$ cat src/design/ugcd_ram.sv
// Generic single-write, single-read RAM with registered read data.
// No dependencies; instanced for every store of the cycle detector.
`timescale 1ns / 1ps

module ugcd_ram #(
	parameter int WIDTH = 8,
	parameter int DEPTH = 256
) (
	input  logic                     clk,
	input  logic                     we,
	input  logic [$clog2(DEPTH)-1:0] waddr,
	input  logic [WIDTH-1:0]         wdata,
	input  logic [$clog2(DEPTH)-1:0] raddr,
	output logic [WIDTH-1:0]         rdata
);

	logic [WIDTH-1:0] mem_q [DEPTH];

	// Write port and registered read port.
	always_ff @(posedge clk) begin
		if (we) begin
			mem_q[waddr] <= wdata;
		end
		rdata <= mem_q[raddr];
	end

endmodule

$ cat config.mk
export PLATFORM = sky130hd
export DESIGN_NAME = ugcd_ram
export DESIGN_NICKNAME = d
export VERILOG_FILES = /design/src/design/ugcd_ram.sv
export SDC_FILE = /design/constraint.sdc
export NUM_CORES = 2
export LEC_CHECK = 0
export BUFFER_PORTS_ARGS = -buffer_cell sky130_fd_sc_hd__buf_4
export CAP_MARGIN = 15
export CORE_AREA = 5 5 405 407
export CTS_CLUSTER_SIZE = 8
export DETAILED_ROUTE_END_ITERATION = 12
export DIE_AREA = 0 0 410 412
export GPL_TIMING_DRIVEN = 0
export PLACE_DENSITY = 0.76
export REMOVE_ABC_BUFFERS = 1
export SLEW_MARGIN = 20
export SYNTH_ARGS = -nofsm -noshare
export SYNTH_HDL_FRONTEND = slang
export SYNTH_SLANG_ARGS = --single-unit
$ cat constraint.sdc
create_clock -name clk -period 5.4 [get_ports clk]
set_input_delay 0.81 -clock clk [delete_from_list [all_inputs] [get_ports clk]]
set_output_delay 0.81 -clock clk [all_outputs]
set_load 0.005 [all_outputs]
=== Word-level counts from Yosys, hierarchy flattened ===
Memories as Yosys holds them, arrays and structs flattened. A register that Yosys moved wholly into a read port is not among the register bits.
Index checks and enable logic that the tools add are counted.
W data, S select, Z words.

* Mux-type cells: 2

{| class="wikitable"
|+ Operators by type and width
! operator !! number
|-
| $mux W1 || 2
|}

* Bits in registers: 0
* Memory bits (writable): 2048
* Bits of input ports: 26
* Memories: 1

{| class="wikitable"
|+ Memories
! name !! depth !! width !! read ports !! clocked after memory_dff !! write ports !! RTL line !! RTL
|-
| mem_q || 256 || 8 || 1 || 1 || 1 || 17 || <nowiki>logic [WIDTH-1:0] mem_q [DEPTH];</nowiki>
|}

=== Logic depth before layout (Yosys ltp) ===
* Depth in word-level cells: 2
* Gate-level depth with buffers: 11
* Depth with buffers taken out: 6

=== Worst setup path after synthesis ===
No wires, ideal clock.

* Path kind: input port to flip-flop
* Start: in raddr[0]
* End: reg rdata[2], read port of mem_q
* Arrival: 2617 ps
* Slack: 2652 ps
* Stages: 9
* Path buffers: 4
* Cell sequence: buf_6 buf_12 buf_8 buf_2 mux4_2 a22oi_1 a21oi_1 nor4_1 nor4_2

{| class="wikitable"
|+ RTL lines
! item !! RTL line !! RTL
|-
| start: declaration || 13 || <nowiki>input logic [$clog2(DEPTH)-1:0] raddr,</nowiki>
|-
| end: declaration || 14 || <nowiki>output logic [WIDTH-1:0] rdata</nowiki>
|}

==> impl_summary.txt <==
----------------------------------------------------
[Route]
  Detailed-routing iteration count for the pre-antenna-repair pass ... 8
  Vias ... 39800
  DRT antenna net count ... 0
  Drt via density ... 6.59
  WL per Instance ... 32.0 um
  Remaining routing DRC violations ... 0
  Total wire length after detailed routing ... 193000 um
  Count of routing violations after the opening detailed-route iteration ... 5896

[Timing]
  Max-slew violations ... 0
  Final worst path period need ... 5.01 ns
  Number of hold violations in the final report ... 0
  Worst-Margin Slew ... 1.18 ns
  Headroom to the max-slew limit ... 21.4%
  Share of the clock period used by the worst path ... 92.8%
  Setup repair after global routing missed its margin ... no
  Number of failing setup endpoints in the final timing report ... 0
  Worst clock skew ... 0.0499 ns
  Highest achievable clock rate ... 200 MHz
  Setup TNS after final layout ... 0 ns

[Synthesis]
  Leading cell types by count after synthesis ... sky130_fd_sc_hd__edfxtp_1, sky130_fd_sc_hd__mux4_2, sky130_fd_sc_hd__nor2_1
  Post-synthesis sequential area ratio ... 77.5%
  Yosys synthesis warning count ... 0
  Most common cell in the synthesized netlist ... sky130_fd_sc_hd__edfxtp_1
  Synth Register Bits ... 2056
  Mapped Cells ... 3733
  Post-synthesis cell type count ... 55
  Area leader, netlist ... sky130_fd_sc_hd__edfxtp_1
  Share of the synthesized area in the top cell type ... 77.3%
  Number of synthesized flops with an enable pin ... 2048
  Top_reg_cell synth ... sky130_fd_sc_hd__edfxtp_1
  Proportion of register bits with asynchronous set or reset after synthesis ... 0%
  Average footprint of a synthesized cell ... 21.3 um2
  Leading cell types by total area after synthesis ... sky130_fd_sc_hd__edfxtp_1, sky130_fd_sc_hd__mux4_2, sky130_fd_sc_hd__mux2i_1, sky130_fd_sc_hd__nor2_1, sky130_fd_sc_hd__a22oi_1
  Synthesized cell area ... 79600 um2

[Floorplanning]
  Initial core utilization ... 49.8%
  Die Ht ... 412 um
  Placement row count ... 147
  Die width ... 410 um
  Placeable core region ... 160000 um2
  Number of I/O pins ... 34
  Area enclosed by the die boundary ... 169000 um2

[Placement]
  Placer congestion estimate ... 0.852
  Total half-perimeter wirelength after legalization and detailed placement ... 110000 um
  Placement Cell Area ... 82600 um2
  Number of cells after detailed placement ... 5682
  Input/output buffers ... 33

[Clock tree]
  CTS clk-pin slew, worst paths ... 0.05 ns
  CTS root buffer ... sky130_fd_sc_hd__clkbuf_16
  Sink Count ... 2056
  Htree depth ... 5
  Resized Gates After CTS ... 0
  Hold Buf Count CTS ... 0
  Maximum clock path buffer count ... 4
  Total clock buffers created by CTS ... 307
  Number of buffers inserted to repair setup after CTS ... 0
  Source-to-sink clock delay at the later pin of the worst-skew pair ... 0.89 ns
  CTS tree ... built

[Worst setup path]
  FF-to-FF Start ... mem_q[42][3]
  Critical path class ... in -> reg
  Nature of the critical path startpoint ... input pin
  Number of cells on the worst reg-to-reg path ... 6
  Setup crit end kind ... register
  R2R Setup Slk ... 2.04 ns
  Required time of the critical path ... 6.06 ns
  Maximum fanout along the worst path ... 90
  Timing startpoint of the critical path ... raddr[0]
  Arrival @ worst endpoint ... 5.67 ns

[Power and ir drop]
  Comb power frac ... 4.5%
  Clock network fraction of design power ... 46.0%
  Power dissipated by switching net loads ... 7.27 mW
  P_leak ... 28.1 nW
  Worst IR Drop VDD ... 0.000363 V
  Internal cell power ... 28.4 mW
  Sw frac ... 20.4%
  Power per unit of standard cell area ... 393 nW/um2
  PnR Total Power ... 35.7 mW
  Sequential group share of total power ... 49.5%

[Finish]
  Layout cell share with drive strength beyond 1 ... 23.3%
  Layout area overhead ... 13.9%
  Fraction of the core area covered by cells at the end of the flow ... 56.7%
  Final instance count without filler cells ... 6032
  Storage element area ... 61700 um2
  Count of filler cells inserted in the layout ... 10900
  Finished layout cell area ... 90600 um2
  Total area of multi-input combinational cells ... 16600 um2
  Fin nets ... 3931

[GRT]
  Total grt overflow ... 0
  Antenna violations before repair ... 9
  Overall Global Routing Usage ... 22.8%
  First-pass GRT wire length ... 282000 um
  Number of global-route vias before repair ... 40900
  Pin count of the biggest net entering global routing ... 132

[Min path]
  Class of the tightest hold or removal check ... in -> reg
  Worst hold start ... wdata[1]
  Instance count along the most critical hold path ... 1

[Flow run]
  Max-cap check violation count ... 0

[Status]
  Outcome ... complete, no violations

----------------------------------------------------
-- power groups by stage --
stage	clock [mW]	sequential [mW]	combinational (mW)
global route	17.3	17.6	1.67
floorplan	0	17.9	0.617
finish	16.4	17.7	1.60
CTS	16.5	17.7	1.59
detailed placement	0	17.9	1.57
global placement	0	18.0	1.66
-- routing by layer --
layer | up-vias | track usage (%) | part of all wire, %
met5 | - | 0 | 0.040
met4 | 12 | 9.17 | 4.2
met3 | 510 | 6.09 | 12
met2 | 2730 | 36.1 | 48
met1 | 20600 | 30.6 | 36
li1 | 15900 | - | -
-- critical path: stages --
cell and delay [ns]:
sky130_fd_sc_hd__buf_16 0.27, sky130_fd_sc_hd__buf_16 0.39, sky130_fd_sc_hd__buf_16 0.48, sky130_fd_sc_hd__buf_16 0.45
sky130_fd_sc_hd__buf_16 0.44, sky130_fd_sc_hd__mux4_2 0.62, sky130_fd_sc_hd__mux4_2 0.49, sky130_fd_sc_hd__nor2_1 0.14
sky130_fd_sc_hd__a2111oi_2 0.06, sky130_fd_sc_hd__nor3_1 0.77, sky130_fd_sc_hd__nor4_1 0.32
-- cells in the final DEF, fill, tap and decap left out, types with 6 or more instances in the layout --
| cell type | netlist | routed |
|---|---|---|
| sky130_fd_sc_hd__o22ai_1 | 28 | 28 |
| sky130_fd_sc_hd__buf_4 | 27 | 25 |
| sky130_fd_sc_hd__nor2b_1 | 31 | 28 |
| sky130_fd_sc_hd__dfxtp_1 | 8 | 8 |
| sky130_fd_sc_hd__nor2_1 | 282 | 279 |
| sky130_fd_sc_hd__nand3_2 | 0 | 9 |
| sky130_fd_sc_hd__buf_12 | 8 | 11 |
| sky130_fd_sc_hd__buf_6 | 21 | 9 |
| sky130_fd_sc_hd__a22oi_1 | 133 | 133 |
| sky130_fd_sc_hd__edfxtp_1 | 2048 | 2048 |
| sky130_fd_sc_hd__a22o_1 | 8 | 8 |
| sky130_fd_sc_hd__nor3_1 | 22 | 22 |
| sky130_fd_sc_hd__nor4_1 | 24 | 13 |
| sky130_fd_sc_hd__buf_16 | 0 | 36 |
| sky130_fd_sc_hd__nand3_1 | 34 | 25 |
| sky130_fd_sc_hd__a211oi_1 | 16 | 15 |
| sky130_fd_sc_hd__clkbuf_16 | 0 | 314 |
| sky130_fd_sc_hd__buf_8 | 13 | 14 |
| sky130_fd_sc_hd__nand2_1 | 33 | 31 |
| sky130_fd_sc_hd__a221oi_1 | 13 | 13 |
| sky130_fd_sc_hd__mux2i_1 | 134 | 134 |
| sky130_fd_sc_hd__o221ai_1 | 46 | 46 |
| sky130_fd_sc_hd__nand2b_1 | 8 | 8 |
| sky130_fd_sc_hd__clkbuf_1 | 111 | 22 |
| sky130_fd_sc_hd__nand4_1 | 10 | 10 |
| sky130_fd_sc_hd__nor4_2 | 3 | 14 |
| sky130_fd_sc_hd__inv_6 | 0 | 6 |
| sky130_fd_sc_hd__a21oi_1 | 96 | 96 |
| sky130_fd_sc_hd__mux4_2 | 454 | 454 |
| sky130_fd_sc_hd__o211ai_1 | 10 | 10 |
| sky130_fd_sc_hd__o21ai_0 | 10 | 10 |
-- final cells by class --
type | instances | share of cell area (%)
Sequential cell | 2056 | 68.0
Inverter | 2 | 0.00966
Antenna cell | 5 | 0.0138
Multi-Input combinational cell | 1442 | 18.3
Tap cell | 2086 | 2.88
Clock buffer | 336 | 8.76
Clock inverter | 9 | 0.0897
Timing Repair Buffer | 96 | 1.89
-- per-stage QoR --
stage	setup WS [ns]	hold slack, ns
finish	0.391	0.269
global route	0.0488	0.253
CTS	0.272	0.234
detailed placement	-0.531	1.13
global placement	-7.69	1.10
floorplan	2.18	0.763
-- flip-flops by register name, summed over array words and instances (netlist names) --
| signal | count |
|---|---|
| mem_q | 2048 |
| rdata | 8 |
-- worst paths after layout --
path | to
worst max register to register | rdata[3]
worst min register to register | rdata[2]
worst max-delay path | rdata[7]
worst min-delay path | mem_q[10][1]
-- kinds of logic after synthesis --
logic type             count (synthesis)  synth area share, %
AO/OA/AOI/OAI                        385                 3.42
buffers and inverters                235                 1.83
AND/OR/NAND/NOR                      466                 2.63
multiplexers                         591                 14.6
flip-flops                          2056                 77.5
(Power assumes the default switching activity.)
